`config.mk`:
```
export PLATFORM = sky130hd
export DESIGN_NAME = clipped_line_rasterizer_flat
export DESIGN_NICKNAME = d
export VERILOG_FILES = /design/src/rtl/clr_pkg.sv /design/src/rtl/clr_interfaces.sv /design/src/rtl/clr_ctrl.sv /design/src/rtl/clr_datapath.sv /design/src/rtl/clipped_line_rasterizer.sv /design/src/flat_wrapper.sv
export SDC_FILE = /design/constraint.sdc
export NUM_CORES = 1
export LEC_CHECK = 0
export CAP_MARGIN = 20
export CORE_ASPECT_RATIO = 1.25
export CORE_MARGIN = 2
export CORE_UTILIZATION = 45
export CTS_BUF_LIST = sky130_fd_sc_hd__clkbuf_16
export CTS_CLUSTER_DIAMETER = 200
export CTS_CLUSTER_SIZE = 24
export DETAILED_ROUTE_END_ITERATION = 10
export DONT_BUFFER_PORTS = 1
export SYNTH_ARGS = -nofsm -noshare
export SYNTH_HDL_FRONTEND = slang
export SYNTH_SLANG_ARGS = --single-unit
```
`constraint.sdc`:
```
create_clock -name clock -period 4.5 [get_ports clock]
set_input_delay 0.45 -clock clock [delete_from_list [all_inputs] [get_ports clock]]
set_output_delay 0.45 -clock clock [all_outputs]
set_load 0.01 [all_outputs]
```
`src/rtl/clr_pkg.sv`:
```
// Package with the shared types and constants of the clipped line rasterizer.
package clr_pkg;

   localparam int unsigned COORD_W = 12;
   localparam int unsigned SIZE_W = 12;
   localparam int unsigned COLOR_W = 24;
   localparam int unsigned CSR_IDX_W = 4;
   localparam int unsigned CSR_DATA_W = 24;
   localparam logic [SIZE_W-1:0] CLIP_SIZE_RESET = 12'd256;

   typedef enum logic [CSR_IDX_W-1:0] {
      CSR_CLIP_LEFT  = 4'd0,
      CSR_CLIP_TOP   = 4'd1,
      CSR_CLIP_SIZE  = 4'd2,
      CSR_DRAW_COLOR = 4'd3
   } csr_index_type;

   typedef enum logic {
      ST_IDLE,
      ST_WALK
   } ctrl_state_type;

   typedef struct packed {
      logic load;
      logic emit;
   } ctrl_cmd_type;

   typedef struct packed {
      logic done;
   } ctrl_status_type;

   typedef struct packed {
      logic signed [COORD_W-1:0] pixel_x;
      logic signed [COORD_W-1:0] pixel_y;
      logic                      inside_clip;
      logic [COLOR_W-1:0]        pixel_color;
      logic                      last_pixel;
      logic                      rejected;
   } rsp_payload_type;

endpackage

```
`src/rtl/clr_interfaces.sv`:
```
// Channel interfaces for line requests, pixel results and register writes.
interface clr_req_if;
   logic                                       valid;
   logic                                       ready;
   logic signed [clr_pkg::COORD_W-1:0]         start_x;
   logic signed [clr_pkg::COORD_W-1:0]         start_y;
   logic signed [clr_pkg::COORD_W-1:0]         end_x;
   logic signed [clr_pkg::COORD_W-1:0]         end_y;

   modport source (output valid, start_x, start_y, end_x, end_y, input ready);
   modport sink (input valid, start_x, start_y, end_x, end_y, output ready);
endinterface

interface clr_rsp_if;
   logic                                       valid;
   logic                                       ready;
   logic signed [clr_pkg::COORD_W-1:0]         pixel_x;
   logic signed [clr_pkg::COORD_W-1:0]         pixel_y;
   logic                                       inside_clip;
   logic [clr_pkg::COLOR_W-1:0]                pixel_color;
   logic                                       last_pixel;
   logic                                       rejected;

   modport source (output valid, pixel_x, pixel_y, inside_clip, pixel_color, last_pixel,
                   rejected, input ready);
   modport sink (input valid, pixel_x, pixel_y, inside_clip, pixel_color, last_pixel,
                 rejected, output ready);
endinterface

interface clr_csr_if;
   logic                                       valid;
   logic                                       ready;
   logic [clr_pkg::CSR_IDX_W-1:0]              index;
   logic [clr_pkg::CSR_DATA_W-1:0]             data;

   modport source (output valid, index, data, input ready);
   modport sink (input valid, index, data, output ready);
endinterface

```
`src/rtl/clr_ctrl.sv`:
```
// Controller state machine that sequences line loading and pixel emission.
module clr_ctrl (
   input  logic                     clock,
   input  logic                     reset,
   input  logic                     req_valid,
   output logic                     req_ready,
   output logic                     rsp_valid,
   input  logic                     rsp_ready,
   input  clr_pkg::ctrl_status_type status,
   output clr_pkg::ctrl_cmd_type    cmd
);

   clr_pkg::ctrl_state_type state_ff, state_in;
   logic                    rsp_valid_ff, rsp_valid_in;
   logic                    slot_free;

   assign slot_free = !rsp_valid_ff || rsp_ready;

   always_comb begin
      state_in = state_ff;
      unique case (state_ff)
         clr_pkg::ST_IDLE: begin
            if (req_valid) begin
               state_in = clr_pkg::ST_WALK;
            end
         end
         clr_pkg::ST_WALK: begin
            if (slot_free && status.done) begin
               state_in = clr_pkg::ST_IDLE;
            end
         end
         default: state_in = clr_pkg::ST_IDLE;
      endcase
   end

   always_comb begin
      req_ready = 1'b0;
      cmd.load = 1'b0;
      cmd.emit = 1'b0;
      unique case (state_ff)
         clr_pkg::ST_IDLE: begin
            req_ready = 1'b1;
            cmd.load = req_valid;
         end
         clr_pkg::ST_WALK: begin
            cmd.emit = slot_free;
         end
         default: begin
            req_ready = 1'b0;
         end
      endcase
   end

   always_comb begin
      if (cmd.emit) begin
         rsp_valid_in = 1'b1;
      end else if (rsp_ready) begin
         rsp_valid_in = 1'b0;
      end else begin
         rsp_valid_in = rsp_valid_ff;
      end
   end

   always_ff @(posedge clock) begin
      if (reset) begin
         state_ff <= clr_pkg::ST_IDLE;
         rsp_valid_ff <= 1'b0;
      end else begin
         state_ff <= state_in;
         rsp_valid_ff <= rsp_valid_in;
      end
   end

   assign rsp_valid = rsp_valid_ff;

endmodule

```
`src/rtl/clr_datapath.sv`:
```
// Datapath with the clip registers, the Bresenham walker and the result register.
module clr_datapath #(
   parameter int unsigned MAX_SPAN = 63
) (
   input  logic                                  clock,
   input  logic                                  reset,
   input  logic                                  csr_write,
   input  logic [clr_pkg::CSR_IDX_W-1:0]         csr_index,
   input  logic [clr_pkg::CSR_DATA_W-1:0]        csr_data,
   input  logic signed [clr_pkg::COORD_W-1:0]    start_x,
   input  logic signed [clr_pkg::COORD_W-1:0]    start_y,
   input  logic signed [clr_pkg::COORD_W-1:0]    end_x,
   input  logic signed [clr_pkg::COORD_W-1:0]    end_y,
   input  clr_pkg::ctrl_cmd_type                 cmd,
   output clr_pkg::ctrl_status_type              status,
   output clr_pkg::rsp_payload_type              result
);

   localparam int unsigned CW = clr_pkg::COORD_W;
   localparam int unsigned SPAN_W = $clog2(MAX_SPAN + 1);
   localparam int unsigned ERR_W = SPAN_W + 3;
   localparam int unsigned CLIP_W = CW + 2;

   logic signed [CW-1:0]                 clip_left_ff, clip_top_ff;
   logic [clr_pkg::SIZE_W-1:0]           clip_size_ff;
   logic [clr_pkg::COLOR_W-1:0]          draw_color_ff;

   logic signed [CW-1:0]                 walk_x_ff, walk_y_ff;
   logic signed [ERR_W-1:0]              error_term_ff;
   logic [SPAN_W-1:0]                    span_x_ff, span_y_ff;
   logic [1:0]                           step_dirs_ff;
   logic signed [CW-1:0]                 target_x_ff, target_y_ff;
   logic                                 reject_ff;
   clr_pkg::rsp_payload_type             result_ff, result_in;

   logic signed [CW:0]                   diff_x, diff_y;
   logic [CW-1:0]                        abs_x, abs_y;
   logic                                 too_long;
   logic signed [ERR_W-1:0]              span_xs, span_ys;
   logic signed [ERR_W:0]                e2;
   logic                                 step_x, step_y;
   logic signed [ERR_W-1:0]              error_next;
   logic signed [CLIP_W-1:0]             px, py, left, top, right, bottom;
   logic                                 in_window;
   logic                                 done;

   always_ff @(posedge clock) begin
      if (reset) begin
         clip_left_ff <= '0;
         clip_top_ff <= '0;
         clip_size_ff <= clr_pkg::CLIP_SIZE_RESET;
         draw_color_ff <= '0;
      end else if (csr_write) begin
         unique case (csr_index)
            clr_pkg::CSR_CLIP_LEFT:  clip_left_ff <= csr_data[CW-1:0];
            clr_pkg::CSR_CLIP_TOP:   clip_top_ff <= csr_data[CW-1:0];
            clr_pkg::CSR_CLIP_SIZE:  clip_size_ff <= csr_data[clr_pkg::SIZE_W-1:0];
            clr_pkg::CSR_DRAW_COLOR: draw_color_ff <= csr_data[clr_pkg::COLOR_W-1:0];
            default: ;
         endcase
      end
   end

   assign diff_x = {end_x[CW-1], end_x} - {start_x[CW-1], start_x};
   assign diff_y = {end_y[CW-1], end_y} - {start_y[CW-1], start_y};
   assign abs_x = diff_x[CW] ? CW'(-diff_x) : diff_x[CW-1:0];
   assign abs_y = diff_y[CW] ? CW'(-diff_y) : diff_y[CW-1:0];
   assign too_long = (abs_x > CW'(MAX_SPAN)) || (abs_y > CW'(MAX_SPAN));

   assign span_xs = $signed({{(ERR_W - SPAN_W){1'b0}}, span_x_ff});
   assign span_ys = $signed({{(ERR_W - SPAN_W){1'b0}}, span_y_ff});
   assign e2 = {error_term_ff, 1'b0};
   assign step_x = e2 > -$signed({span_ys[ERR_W-1], span_ys});
   assign step_y = e2 < $signed({span_xs[ERR_W-1], span_xs});

   always_comb begin
      error_next = error_term_ff;
      if (step_x) begin
         error_next = error_next - span_ys;
      end
      if (step_y) begin
         error_next = error_next + span_xs;
      end
   end

   assign px = CLIP_W'(walk_x_ff);
   assign py = CLIP_W'(walk_y_ff);
   assign left = CLIP_W'(clip_left_ff);
   assign top = CLIP_W'(clip_top_ff);
   assign right = left + $signed({2'b00, clip_size_ff});
   assign bottom = top + $signed({2'b00, clip_size_ff});
   assign in_window = (px >= left) && (px < right) && (py >= top) && (py < bottom);

   assign done = reject_ff || ((walk_x_ff == target_x_ff) && (walk_y_ff == target_y_ff));
   assign status.done = done;

   always_comb begin
      result_in = result_ff;
      if (cmd.emit) begin
         result_in.pixel_x = reject_ff ? '0 : walk_x_ff;
         result_in.pixel_y = reject_ff ? '0 : walk_y_ff;
         result_in.inside_clip = !reject_ff && in_window;
         result_in.pixel_color = reject_ff ? '0 : draw_color_ff;
         result_in.last_pixel = done;
         result_in.rejected = reject_ff;
      end
   end

   always_ff @(posedge clock) begin
      if (reset) begin
         result_ff <= '0;
         walk_x_ff <= '0;
         walk_y_ff <= '0;
         target_x_ff <= '0;
         target_y_ff <= '0;
         span_x_ff <= '0;
         span_y_ff <= '0;
         error_term_ff <= '0;
         step_dirs_ff <= '0;
         reject_ff <= 1'b0;
      end else begin
         result_ff <= result_in;
         if (cmd.load) begin
            walk_x_ff <= start_x;
            walk_y_ff <= start_y;
            target_x_ff <= end_x;
            target_y_ff <= end_y;
            span_x_ff <= abs_x[SPAN_W-1:0];
            span_y_ff <= abs_y[SPAN_W-1:0];
            error_term_ff <= ERR_W'($signed({1'b0, abs_x[SPAN_W-1:0]}))
                             - ERR_W'($signed({1'b0, abs_y[SPAN_W-1:0]}));
            step_dirs_ff <= {(start_y >= end_y), (start_x >= end_x)};
            reject_ff <= too_long;
         end else if (cmd.emit && !done) begin
            error_term_ff <= error_next;
            if (step_x) begin
               walk_x_ff <= step_dirs_ff[0] ? walk_x_ff - CW'(1) : walk_x_ff + CW'(1);
            end
            if (step_y) begin
               walk_y_ff <= step_dirs_ff[1] ? walk_y_ff - CW'(1) : walk_y_ff + CW'(1);
            end
         end
      end
   end

   assign result = result_ff;

endmodule

```
`src/rtl/clipped_line_rasterizer.sv`:
```
// Top level of the clipped line rasterizer: controller, datapath and channel wiring.
//
//   Channel   Direction  Carries
//   req_bus   in         start_x, start_y, end_x, end_y of one line
//   rsp_bus   out        pixel_x, pixel_y, inside_clip, pixel_color, last_pixel, rejected
//   csr_bus   in         register index and write data
//
// A line is first loaded into the walker, then yields one pixel per cycle while the result
// register is free. A rejected line yields one item. There is a single Bresenham walker.
// Reset is synchronous and restores the clip window to 0, 0 with side 256 and colour 0.
// A stalled result register holds the walker; a new line is taken as soon as the last
// pixel of the previous one sits in the result register.
module clipped_line_rasterizer #(
   parameter int unsigned MAX_SPAN = 63
) (
   input logic        clock,
   input logic        reset,
   clr_req_if.sink    req_bus,
   clr_rsp_if.source  rsp_bus,
   clr_csr_if.sink    csr_bus
);

   clr_pkg::ctrl_cmd_type    cmd;
   clr_pkg::ctrl_status_type status;
   clr_pkg::rsp_payload_type result;

   assign csr_bus.ready = 1'b1;

   clr_ctrl u_ctrl (
      .clock     (clock),
      .reset     (reset),
      .req_valid (req_bus.valid),
      .req_ready (req_bus.ready),
      .rsp_valid (rsp_bus.valid),
      .rsp_ready (rsp_bus.ready),
      .status    (status),
      .cmd       (cmd)
   );

   clr_datapath #(
      .MAX_SPAN (MAX_SPAN)
   ) u_datapath (
      .clock     (clock),
      .reset     (reset),
      .csr_write (csr_bus.valid),
      .csr_index (csr_bus.index),
      .csr_data  (csr_bus.data),
      .start_x   (req_bus.start_x),
      .start_y   (req_bus.start_y),
      .end_x     (req_bus.end_x),
      .end_y     (req_bus.end_y),
      .cmd       (cmd),
      .status    (status),
      .result    (result)
   );

   assign rsp_bus.pixel_x = result.pixel_x;
   assign rsp_bus.pixel_y = result.pixel_y;
   assign rsp_bus.inside_clip = result.inside_clip;
   assign rsp_bus.pixel_color = result.pixel_color;
   assign rsp_bus.last_pixel = result.last_pixel;
   assign rsp_bus.rejected = result.rejected;

endmodule

```
`src/flat_wrapper.sv`:
```
// flat-port wrapper written by rule: the top's interface ports become plain ports
module clipped_line_rasterizer_flat 
#(
   parameter int unsigned MAX_SPAN = 63
)
  (clock, reset, req_bus_valid, req_bus_start_x, req_bus_start_y, req_bus_end_x, req_bus_end_y, req_bus_ready, rsp_bus_valid, rsp_bus_pixel_x, rsp_bus_pixel_y, rsp_bus_inside_clip, rsp_bus_pixel_color, rsp_bus_last_pixel, rsp_bus_rejected, rsp_bus_ready, csr_bus_valid, csr_bus_index, csr_bus_data, csr_bus_ready);
  clr_req_if req_bus_i ();
  clr_rsp_if rsp_bus_i ();
  clr_csr_if csr_bus_i ();
  input logic clock;
  input logic reset;
  input wire logic [$bits(req_bus_i.valid)-1:0] req_bus_valid;
  input wire logic [$bits(req_bus_i.start_x)-1:0] req_bus_start_x;
  input wire logic [$bits(req_bus_i.start_y)-1:0] req_bus_start_y;
  input wire logic [$bits(req_bus_i.end_x)-1:0] req_bus_end_x;
  input wire logic [$bits(req_bus_i.end_y)-1:0] req_bus_end_y;
  output wire logic [$bits(req_bus_i.ready)-1:0] req_bus_ready;
  output wire logic [$bits(rsp_bus_i.valid)-1:0] rsp_bus_valid;
  output wire logic [$bits(rsp_bus_i.pixel_x)-1:0] rsp_bus_pixel_x;
  output wire logic [$bits(rsp_bus_i.pixel_y)-1:0] rsp_bus_pixel_y;
  output wire logic [$bits(rsp_bus_i.inside_clip)-1:0] rsp_bus_inside_clip;
  output wire logic [$bits(rsp_bus_i.pixel_color)-1:0] rsp_bus_pixel_color;
  output wire logic [$bits(rsp_bus_i.last_pixel)-1:0] rsp_bus_last_pixel;
  output wire logic [$bits(rsp_bus_i.rejected)-1:0] rsp_bus_rejected;
  input wire logic [$bits(rsp_bus_i.ready)-1:0] rsp_bus_ready;
  input wire logic [$bits(csr_bus_i.valid)-1:0] csr_bus_valid;
  input wire logic [$bits(csr_bus_i.index)-1:0] csr_bus_index;
  input wire logic [$bits(csr_bus_i.data)-1:0] csr_bus_data;
  output wire logic [$bits(csr_bus_i.ready)-1:0] csr_bus_ready;
  assign req_bus_i.valid = req_bus_valid;
  assign req_bus_i.start_x = req_bus_start_x;
  assign req_bus_i.start_y = req_bus_start_y;
  assign req_bus_i.end_x = req_bus_end_x;
  assign req_bus_i.end_y = req_bus_end_y;
  assign req_bus_ready = req_bus_i.ready;
  assign rsp_bus_valid = rsp_bus_i.valid;
  assign rsp_bus_pixel_x = rsp_bus_i.pixel_x;
  assign rsp_bus_pixel_y = rsp_bus_i.pixel_y;
  assign rsp_bus_inside_clip = rsp_bus_i.inside_clip;
  assign rsp_bus_pixel_color = rsp_bus_i.pixel_color;
  assign rsp_bus_last_pixel = rsp_bus_i.last_pixel;
  assign rsp_bus_rejected = rsp_bus_i.rejected;
  assign rsp_bus_i.ready = rsp_bus_ready;
  assign csr_bus_i.valid = csr_bus_valid;
  assign csr_bus_i.index = csr_bus_index;
  assign csr_bus_i.data = csr_bus_data;
  assign csr_bus_ready = csr_bus_i.ready;
  clipped_line_rasterizer #(.MAX_SPAN(MAX_SPAN)) u_core (.clock(clock), .reset(reset), .req_bus(req_bus_i), .rsp_bus(rsp_bus_i), .csr_bus(csr_bus_i));
endmodule
```
[Yosys cells after proc, flatten, opt, wreduce, memory -nomap -nowiden]
Index checks and enable logic that the tools add are counted.
Storage, ports and cells
  flip-flop bits (word level): 185
  latch bits: 0
  memory bits (writable): 0
  memory bits (read-only): 0
  bits of input ports: 81
  output and inout port bits: 54
  word-level logic and storage cells: 100
  memories: 0
Cells by class
  add/subtract/negate cells: 14
  multipliers: 0
  divide/modulo/power cells: 0
  $lt $le $gt $ge: 10
  equality and inequality tests: 5
  shift operators: 0
  multiplexer cells: 25
  bitwise logic cells: 1
  reductions and logical operators: 24
Operators by type and width (count)
  $mux 12: 12
  $ge 12x12->1: 4
  $mux 9: 4
  $add 12x13->14: 2
  $lt 12x14->1: 2
  $sub 12x12->13: 2
  $add 12x2->12 const B: 2
  $eq 12x12->1: 2
  $gt 12x6->1 const B: 2
  $mux 24: 1
  $neg 12->12: 2
  $sub 12x2->12 const B: 2
  $reduce_and 2->1: 6
  $gt 10x10->1: 1
  $lt 10x7->1: 1
  $neg 6->10: 1
  $add 9x7->9: 1
  $sub 9x7->9: 1
  $eq 4x2->1 const B: 2
  $reduce_bool 2->1: 4
  $logic_and 1x1->1: 7
  $mux 1: 7
  $sub 6x6->7: 1
  $eq 4x1->1 const B: 1
  other kinds (5): 9

[Longest topological paths before layout]
Gate-level depths: netlist of run 1.
  depth in word-level cells: 7
  mapped depth: 24
  depth with buffers taken out: 23

[Cells and area by module]
A second synthesis of run 1 with hierarchy kept.
Unflattened totals
  cell total of the unflattened synthesis: 1643
  area total of the unflattened synthesis: 13534.2 um2
By module, submodules not included
  clr_datapath: times used 1, cells an instance 1631, area each 13417.9 um2, seq. area each 3663.5 um2
  clr_ctrl: times used 1, cells an instance 10, area each 105.1 um2, seq. area each 40.0 um2
  clipped_line_rasterizer: times used 1, cells an instance 2, area each 11.3 um2, seq. area each 0.0 um2

[Least setup slack after synthesis of run 1]
Ideal clock, no wire load.
  path kind: reg-to-reg
  start point: reg u_core.u_datapath.span_y_ff[0]
  end point: reg u_core.u_datapath.error_term_ff[6]
  setup time: 119 ps
  arrival: 4358 ps
  required time: 4381 ps
  setup slack: 23 ps
  stages on the path, launching flop included: 24
  buffers on the path: 1
  period minus slack after synthesis: 4477 ps
  cells stage by stage: dfxtp_1 or2_2 nor2_1 xnor2_1 ha_1 a21o_1 a21o_1 a211oi_1 o2111a_1 a21o_1 clkbuf_1 mux2_2 inv_1 ha_1 fa_1 a21o_1 a21oi_1 nor2b_1 o21ai_0 nand2b_1 and2_1 xnor2_1 a2bb2oi_1 o221a_2
On the way
  longest elaborated chain between the ends: 7
  elaborated cells on any way between the ends: 8
  classes of those cells: add/sub: 3; order compare: 1; mux: 4
RTL lines
  from (decl): RTL line clr_datapath.sv:30  | logic [SPAN_W-1:0] span_x_ff, span_y_ff;
  from (signal assigned): RTL line clr_datapath.sv:129  | span_y_ff <= abs_y[SPAN_W-1:0];
  $neg 6->10: RTL line clr_datapath.sv:73  | assign step_x = e2 > -$signed({span_ys[ERR_W-1], span_ys});
  $gt 10x10->1: RTL line clr_datapath.sv:73
  $mux 9 (*): RTL line clr_datapath.sv:78  | if (step_x) begin
  $add 9x7->9: RTL line clr_datapath.sv:82  | error_next = error_next + span_xs;
  $mux 9 (*): RTL line clr_datapath.sv:81  | if (step_y) begin
  $mux 9 (*): RTL line clr_datapath.sv:134  | end else if (cmd.emit && !done) begin
  $mux 9 (*): RTL line clr_datapath.sv:123  | if (cmd.load) begin
  to (signal assigned): RTL line clr_datapath.sv:130  | error_term_ff <= ERR_W'($signed({1'b0, abs_x[SPAN_W-1:0]}))
  to (signal assigned): RTL line clr_datapath.sv:135  | error_term_ff <= error_next;
  to (decl): RTL line clr_datapath.sv:29  | logic signed [ERR_W-1:0] error_term_ff;
Every way passes the cells marked *; elsewhere a longest branch is shown, timed or not. The select of a mux whose other input is x is not followed.
A chain may end at the register's enable or synchronous reset.

[Worst setup path in the final report of run 1]
  start point: reg u_core.u_datapath.span_y_ff[1]
  end point: reg u_core.u_datapath.error_term_ff[8]
The elaborated chain is that of the path after synthesis.

==> results_dict.tcl, run 1 <==
set metrics [dict create \
    synth_top_area_share_pct 27.48 \
    vdd_ir_drop_max_uv 283.0 \
    synth_ff_type "dfxtp_1" \
    initial_core_util_pct 45.93 \
    cts_buffers 17 \
    worst_setup_path_end_kind "flop" \
    drv_slew 0 \
    via_per_inst 5.705 \
    cp.arrival_ns 4.74 \
    startpoint_type "flop" \
    htree_levels 4 \
    crit_type "flop to flop" \
    cts_tree "done" \
    drt-initial-drc-count 679 \
    relSlewSlack_pct 30.29 \
    clockBufferDepth 2 \
    yosysMostFrequentCell "nor2_1" \
    vias 11940 \
    worstSkewPairLatency_ns 0.45 \
    path_common_cell "a21o_1" \
    grt_pass1_vias 11580 \
    cp.required_ns 4.82 \
    first_pass_iters 4 \
    diodes 0 \
    syn_inst 1692 \
    wl_per_cell_um 18.35 \
    synth_top_cells_by_area "dfxtp_1 (27%), ha_1 (15%), a21oi_1 (6.3%)" \
    synth_area_um2 13480 \
    async_flop_share_pct 0 \
    leakagePower_nw 6.289 \
    rsz0062_at_grt "true" \
    power_mw 5.925 \
    num_rows 70 \
    drive_above_1_share_pct 8.250 \
    synth_top_cell_by_area "dfxtp_1" \
    core_um2 29340 \
    root_buffer "clkbuf_16" \
    postSynthNetCount 1939 \
    status "complete, no violations" \
    fin_crit_sh_pct 98.20 \
    grt_max_degree 180 \
    antenna_found_initial 0 \
    synth_seq_cells 185 \
    cp_slowest_cell "dfxtp_2" \
    num-nets-final 1931 \
    drc 0 \
    n_fill_cell 2916 \
    grt_pass1_wl_mm 60.62 \
    finalSetupViolCount 0 \
    yosysUniqueCellTypes 85 \
    yosysWarnings 0 \
    clk_pin_slew_worst_paths_ns 0.08 \
    syn_area_per_cell_um2 7.965 \
    cts.sinks 185 \
    die_area_um2 31360 \
    synthToLayoutAreaGrowth_pct 9.776 \
    hp-class "input pin to flop" \
    path_cells "or2_4 > nor2_4 > xnor2_2 > ha_1 > a21o_1 > a21o_1 > a211oi_2 > o2111a_1 > a21o_1 > buf_6 > mux2_4 > fa_2 > a21o_1 > a21oi_2 > nor2b_1 > o21ai_1 > nand2b_1 > a21o_1 > a211oi_2 > o211ai_1 > nor3b_2" \
    clock_skew_ns 0.01187 \
    slowest_delay_ns 0.35 \
    worstPathMaxFanout 4 \
    worst-path-buf-inv 1 \
    dp_hpwl_mm 29.24 \
    grt_usage_pct 24.25 \
    hold_violations 0 \
    grt_overflow 0 \
    synth_enable_flop_cells 0 \
    routabilityCongestion 0.8707 \
    multiInputGateArea_um2 9170 \
    crit_family "compound AO/OA/AOI/OAI gates" \
    tightest_slew_ns 1.040 \
    power_density_nw_per_um2 400.5 \
    utilization_pct 50.42 \
    wl_mm 38.40 \
    register_area_um2 3709 \
    io_pins 135 \
    synthTopCellsByCount "nor2_1 (189), dfxtp_1 (185), a21oi_1 (170)" \
    fmax_ghz 0.2263 \
    die_w_um 158.8 \
    rrSetupSlack_ns 0.08 \
    fin_crit_ns 4.419 \
    die_h_um 197.5 \
    yosysSeqAreaShare_pct 27.48 \
    io_buffers 0 \
    max_cap_violations 0 \
    ant_nets 0 \
]
==> cell families (layout without fill, tap and decap cells) <==
kind of cell               after synthesis  count (layout)  share of synthesized area [%]
xor gates and xnor gates                95              95                          6.174
DFF                                    185             185                          27.48
buffers and inverters                  190             195                          5.533
other                                    1               1                        0.02783
muxes                                   48              48                          3.621
and+or+nand+nor                        586             586                          21.06
AOI/OAI and AO/OA                      421             421                          20.19
adders and majority gates              166             166                          15.91
==> flip-flops by register name, summed over array words and instances (netlist names), 2 cells and up <==
signal / flops
u_core.u_datapath.clip_left_ff: 12
u_core.u_datapath.clip_size_ff: 12
u_core.u_datapath.clip_top_ff: 12
u_core.u_datapath.draw_color_ff: 24
u_core.u_datapath.error_term_ff: 9
u_core.u_datapath.result: 51
u_core.u_datapath.span_x_ff: 6
u_core.u_datapath.span_y_ff: 6
u_core.u_datapath.step_dirs_ff: 2
u_core.u_datapath.target_x_ff: 12
u_core.u_datapath.target_y_ff: 12
u_core.u_datapath.walk_x_ff: 12
u_core.u_datapath.walk_y_ff: 12
==> where the power goes <==
part	internal [mW]	total (mW)	leakage (nW)	switching (mW)
Combinational	1.11	2.43	4.47	1.32
Clock	0.809	1.57	0.308	0.766
Sequential	1.74	1.92	1.51	0.177
==> cell type report <==
cell class,instances,share of cell area [%]
Clock buffer,17,2.876
Clock inverter,15,1.345
Tap cell,396,3.349
Timing Repair Buffer,46,2.410
Multi-Input combinational cell,1317,61.98
Sequential cell,185,25.07
Inverter,117,2.969
==> stage by stage <==
stage	hold WS, ns	cells	worst slack [ns]	TNS, ns	area, um2
floorplan	0.4315	1692	0.02347	0	13480
CTS	0.06445	2087	0.02316	0	14630
global placement	0.4356	2055	0.003918	0	13990
detailed placement	0.4400	2055	-0.05113	-0.05113	13990
finish	0.09039	2093	0.08101	0	14790
global route	0.06191	2093	-0.1214	-0.2083	14790
==> worst paths after layout <==
kind,startpoint,to,depth (start not counted)
max reg2reg,u_core.u_datapath.span_y_ff[1],u_core.u_datapath.error_term_ff[8],21
min reg2reg,u_core.u_datapath.draw_color_ff[20],u_core.u_datapath.draw_color_ff[20],2
max,u_core.u_datapath.span_y_ff[1],u_core.u_datapath.error_term_ff[8],21
min,reset,u_core.u_datapath.result[46],1
==> routing by layer <==
metal | part of all wire (%) | global-route usage [%]
met5 | 0 | 0
met4 | 3.7 | 10.60
met3 | 4.4 | 4.472
met2 | 50 | 43.75
met1 | 42 | 28.06
==> cells in the final DEF (no fill, tap or decap), types with 9 or more instances in the layout <==
cell,Yosys,routed
clkbuf_16,0,17
a21o_1,33,33
or2_2,11,10
nand2b_1,21,21
nor2b_1,24,23
and2_1,10,10
nor3_1,31,28
a211oi_1,25,23
nand3_1,28,27
nor3b_1,45,44
dfxtp_1,185,181
or3_1,11,11
o21a_1,9,9
a31oi_1,11,11
nand2_1,159,158
xor2_1,50,50
mux2i_1,42,42
nand4_1,11,11
a21oi_1,170,169
buf_4,1,44
o211ai_1,14,14
inv_1,115,113
ha_1,157,154
xnor2_1,45,43
o21ai_0,59,57
nor2_1,189,188
a221oi_1,14,14
nor4_1,11,10
==> repair_timing <==
action	4_1_cts	5_1_grt
setup buffers	0	5
hold buffers	0	0
pin swaps	0	18
resized for setup	3	28
cloned	0	0
setup endpoints to repair	2	3
(Power assumes the default switching activity.)
==> run 2, diff against run 1 <==
--- a/config.mk
+++ b/config.mk
@@ -14,6 +14,7 @@
 export CTS_CLUSTER_SIZE = 24
 export DETAILED_ROUTE_END_ITERATION = 10
 export DONT_BUFFER_PORTS = 1
+export MAX_ROUTING_LAYER = met4
 export SYNTH_ARGS = -nofsm -noshare
 export SYNTH_HDL_FRONTEND = slang
 export SYNTH_SLANG_ARGS = --single-unit
==> run 2 against run 1 <==
Register-to-register slack better by 0.098 ns. Critical path type unchanged. Final area up 0.11%. Flip-flop and latch count unchanged. Count of clock-buffer cells in the layout unchanged. Clock power about the same. Critical path depth up 1. Largest cell class unchanged.
==> results_dict.tcl, run 2 (synthesis results as in run 1) <==
set metrics [dict create \
    drt-initial-drc-count 822 \
    drc 0 \
    wl_per_cell_um 18.17 \
    io_buffers 0 \
    die_area_um2 31360 \
    place_inst 2059 \
    drive_above_1_share_pct 8.456 \
    fin_crit_ns 4.321 \
    antenna_found_initial 0 \
    leakagePower_nw 6.287 \
    grt_max_degree 180 \
    final_common_cell "nor2_1" \
    power_density_nw_per_um2 399.4 \
    io_pins 135 \
    worstSkewPairLatency_ns 0.45 \
    vias 11950 \
    fmax_ghz 0.2314 \
    clk_pin_slew_worst_paths_ns 0.08 \
    tightest_slew_ns 1.013 \
    first_pass_iters 5 \
    finalSetupViolCount 0 \
    pre_cts_ws_ns -0.1989 \
    htree_levels 4 \
    num-nets-final 1937 \
    cts_tree "done" \
    setup_ws_ns 0.1792 \
    cts.sinks 185 \
    ant_nets 0 \
    initial_core_util_pct 45.93 \
    n_fill_cell 2904 \
    vdd_ir_drop_max_uv 244.0 \
    synthToLayoutAreaGrowth_pct 9.897 \
    power_mw 5.915 \
    dp_hpwl_mm 29.31 \
    crit_type "flop to flop" \
    rsz0062_at_grt "true" \
    core_um2 29340 \
    largest_register_ffs 51 \
    clock_skew_ns 0.008329 \
    dpl_cell_area_um2 14030 \
    grt_pass1_wl_mm 61.03 \
    startpoint_type "flop" \
    wl_mm 38.14 \
    worstPathMaxFanout 4 \
    finalNonFillerCells 2099 \
    diodes 0 \
    cts_buffers 17 \
    die_h_um 197.5 \
    cp.arrival_ns 4.66 \
    grt_usage_pct 25.03 \
    routabilityCongestion 0.8926 \
    max_cap_violations 0 \
    fin_area_um2 14810 \
    hold_violations 0 \
    mostFrequentLayoutCells "nor2_1 (188), dfxtp_1 (182), a21oi_1 (168), nand2_1 (158), ha_1 (153)" \
    fin_crit_sh_pct 96.02 \
    grt_overflow 0 \
    root_buffer "clkbuf_16" \
    status "complete, no violations" \
    hp-class "input pin to flop" \
    drv_slew 0 \
    cts_hold_buf 0 \
    die_w_um 158.8 \
    relSlewSlack_pct 32.07 \
    num_rows 70 \
    cp.required_ns 4.84 \
    worst_setup_path_end_kind "flop" \
    clockBufferDepth 2 \
    grt_pass1_vias 11710 \
    via_per_inst 5.694 \
    tns_ns 0 \
]
==> run 2: cell types whose count changed in the layout (fill, tap and decap cells not counted), sizes merged <==
cell and change:
clkinv -2, clkinvlp +2, buf +6
==> run 2: critical path: stages, from the launching register on <==
cell	delay, ns
dfxtp_2	0.34
or2_4	0.26
nor2_2	0.09
xnor2_1	0.12
ha_1	0.26
a21o_1	0.16
a21o_1	0.18
a211oi_2	0.20
o2111a_1	0.25
a21o_1	0.20
mux2_4	0.18
inv_1	0.04
ha_2	0.18
fa_2	0.36
a21o_1	0.18
a21oi_2	0.16
nor2b_1	0.07
o21ai_1	0.11
nand2b_1	0.10
and2_1	0.19
xnor2_1	0.18
a31oi_1	0.11
o221a_2	0.28
==> run 2: cell type report <==
| class | count | area [um2] | share of cell area, % |
|---|---|---|---|
| multi-input cells | 1317 | 9150 | 61.78 |
| flip-flops and latches | 185 | 3707 | 25.03 |
| well taps | 396 | 495.5 | 3.345 |
| inverters | 117 | 439.2 | 2.965 |
| clock buffers | 17 | 425.4 | 2.872 |
| repair buffers | 52 | 397.9 | 2.686 |
| clock inverters | 15 | 195.2 | 1.318 |
==> run 2: final timing paths <==
check | from | end | slack, ns | cells after the start
worst min-delay path | reset | u_core.u_datapath.result[43] | 0.08 | 1
worst min register to register | u_core.u_datapath.draw_color_ff[16] | u_core.u_datapath.draw_color_ff[16] | 0.45 | 2
worst max-delay path | u_core.u_datapath.span_y_ff[0] | u_core.u_datapath.error_term_ff[6] | 0.18 | 22
worst max register to register | u_core.u_datapath.span_y_ff[0] | u_core.u_datapath.error_term_ff[6] | 0.18 | 22
==> run 2: through the flow <==
| stage | hold slack, ns | utilization, % |
|---|---|---|
| 2_1_floorplan | 0.4315 | - |
| 3_3_place_gp | 0.4361 | 47.77 |
| 3_5_place_dp | 0.4412 | 47.82 |
| 4_1_cts | 0.05866 | 50.03 |
| 5_1_grt | 0.06285 | 50.48 |
| 6_report | 0.08184 | 50.48 |
==> run 2: power by group <==
group	switching (mW)	total [mW]	internal (mW)
clock network	0.765	1.57	0.810
logic	1.30	2.43	1.13
registers	0.167	1.91	1.74
==> run 2: metal layers <==
metal / track usage (%) / share of wire, %
met1: 28.57 / 42
met2: 43.57 / 49
met3: 4.640 / 5.2
met4: 9.820 / 3.2
met5: - / 0
==> run 2: repair_timing <==
item,4_1_cts,5_1_grt
pin swaps,3,13
buffers inserted,1,7
gates resized for setup,6,19
setup endpoints to repair,3,3
==> run 3, diff against run 2 <==
==> constraint.sdc (replaced) <==
create_clock -name clock -period 4.9 [get_ports clock]
set_input_delay 0.49 -clock clock [delete_from_list [all_inputs] [get_ports clock]]
set_output_delay 0.49 -clock clock [all_outputs]
set_load 0.01 [all_outputs]
==> run 3 against run 2 <==
Final cell count is 1.8% lower. Largest power group unchanged. Highest routed layer unchanged. Sequential power is 7% lower. Core utilization is 1.1 points lower. Wire length is 0.12% higher. Non-clock buffer count is 37 lower. Count of clock-buffer cells in the layout stayed put. Total power is 11% lower. Clock power is 8% lower. Combinational power is 16% lower. Flip-flop and latch count stayed put. Final area is 2.2% lower.
==> results_dict.tcl, run 3 (synthesis results as in run 1) <==
set metrics [dict create \
    status "complete, no violations" \
    worst_setup_path_end_kind "flop" \
    grt_max_degree 180 \
    io_buffers 0 \
    gr-usage-met2_pct 42.60 \
    crit_type "flop to flop" \
    relSlewSlack_pct 33.37 \
    mostFrequentLayoutCells "nor2_1 (187), dfxtp_1 (183), a21oi_1 (169), nand2_1 (158), ha_1 (156)" \
    vdd_ir_drop_max_uv 260.8 \
    finalSetupViolCount 0 \
    n_fill_cell 2904 \
    vias 11870 \
    cts.sinks 185 \
    clk_pin_slew_worst_paths_ns 0.09 \
    hold_violations 0 \
    die_h_um 197.5 \
    cts_tree "done" \
    drive_above_1_share_pct 5.822 \
    fin_crit_ns 4.686 \
    cp_slowest_cell "dfxtp_2" \
    path_cells "or2_2 > nor2_2 > xnor2_1 > ha_1 > a21o_1 > a21o_1 > a211oi_2 > o2111a_1 > a21o_1 > buf_4 > mux2_2 > ha_1 > a21o_1 > a21oi_2 > nor2b_1 > o21ai_0 > nand2b_1 > a21o_1 > a211oi_2 > o211ai_1 > nor3b_2" \
    clock_skew_ns 0.01518 \
    antenna_found_initial 0 \
    initial_core_util_pct 45.93 \
    htree_levels 4 \
    startpoint_type "flop" \
    clockBufferDepth 2 \
    routabilityCongestion 0.8839 \
    root_buffer "clkbuf_16" \
    ant_nets 0 \
    power_density_nw_per_um2 363.6 \
    grt_pass1_wl_mm 60.36 \
    final_common_cell "nor2_1" \
    tns_ns 0 \
    cts_hold_buf 0 \
    grt_usage_pct 24.82 \
    holdWs_ns 0.1212 \
    wl_mm 38.19 \
    cts_buffers 17 \
    grt_pass1_vias 11340 \
    use_met1_pct 29.10 \
    hp-class "input pin to flop" \
    dp_hpwl_mm 28.95 \
    met3_usage_pct 4.346 \
    die_w_um 158.8 \
    cp.required_ns 5.22 \
    wl_per_cell_um 18.52 \
    worstPathMaxFanout 6 \
    synthToLayoutAreaGrowth_pct 7.455 \
    first_pass_iters 5 \
    num_rows 70 \
    path_common_cell "a21o_1" \
    leakagePower_nw 6.104 \
    io_pins 135 \
    drt-initial-drc-count 858 \
    via_per_inst 5.758 \
    drv_slew 0 \
    largest_register_ffs 51 \
    fmax_ghz 0.2134 \
    core_um2 29340 \
    num-nets-final 1900 \
    gr-max-usage-layer "met2" \
    power_mw 5.265 \
    tightest_slew_ns 0.9940 \
    drc 0 \
    fin_crit_sh_pct 95.64 \
    diodes 0 \
    die_area_um2 31360 \
    slowest_delay_ns 0.36 \
    grt_overflow 0 \
    max_cap_violations 0 \
    worstSkewPairLatency_ns 0.45 \
    cp.arrival_ns 5.01 \
]
==> run 3: worst max-delay path: cells and delay by family, from the launching register on <==
family          cells  cell delay [ns]
buf+inv             1             0.16
fa+ha+maj           2             0.58
simple gates        5             0.82
xor+xnor            1             0.12
compound gates     11             2.16
mux                 1             0.35
flops               1             0.36
==> run 3: final timing paths <==
kind / startpoint / end / slack [ns] / cells past startpoint
max: u_core.u_datapath.span_y_ff[0] / u_core.u_datapath.error_term_ff[8] / 0.21 / 21
max reg2reg: u_core.u_datapath.span_y_ff[0] / u_core.u_datapath.error_term_ff[8] / 0.21 / 21
min: reset / u_core.u_datapath.result[46] / 0.12 / 1
min reg2reg: u_core.u_datapath.draw_color_ff[20] / u_core.u_datapath.draw_color_ff[20] / 0.45 / 2
==> run 3: stage by stage <==
step	setup WS [ns]	std cells	utilization [%]	instance area, um2
2_1_floorplan	0.4235	1692	-	13480
3_3_place_gp	0.2458	2028	47.01	13790
3_5_place_dp	0.2095	2029	47.06	13810
4_1_cts	0.1755	2061	49.19	14430
5_1_grt	-0.04353	2062	49.36	14480
6_report	0.2138	2062	49.36	14480
==> run 3: power by group <==
part	leakage [nW]	switching [mW]	internal, mW
combinational	4.30	1.14	0.905
clock	0.303	0.706	0.739
sequential	1.51	0.179	1.60
==> run 3: layer usage <==
metal | vias up | routed length [um]
li1 | 5903 | -
met1 | 5662 | 16530
met2 | 239 | 18750
met3 | 69 | 1744
met4 | 0 | 1164
met5 | - | 0
==> run 3: layout make-up <==
class	count	area [um2]	area share, %
inverter	117	439.2	3.033
clock buffer	17	425.4	2.938
multi-input combinational	1317	9094	62.80
sequential	185	3706	25.59
timing repair buffer	15	120.1	0.8294
tap	396	495.5	3.421
clock inverter	15	201.4	1.391
==> run 3: repair_timing <==
item | CTS | global route
endpoints found under the setup margin | 0 | 2
resized for setup | 0 | 10
buffers inserted | 0 | 1
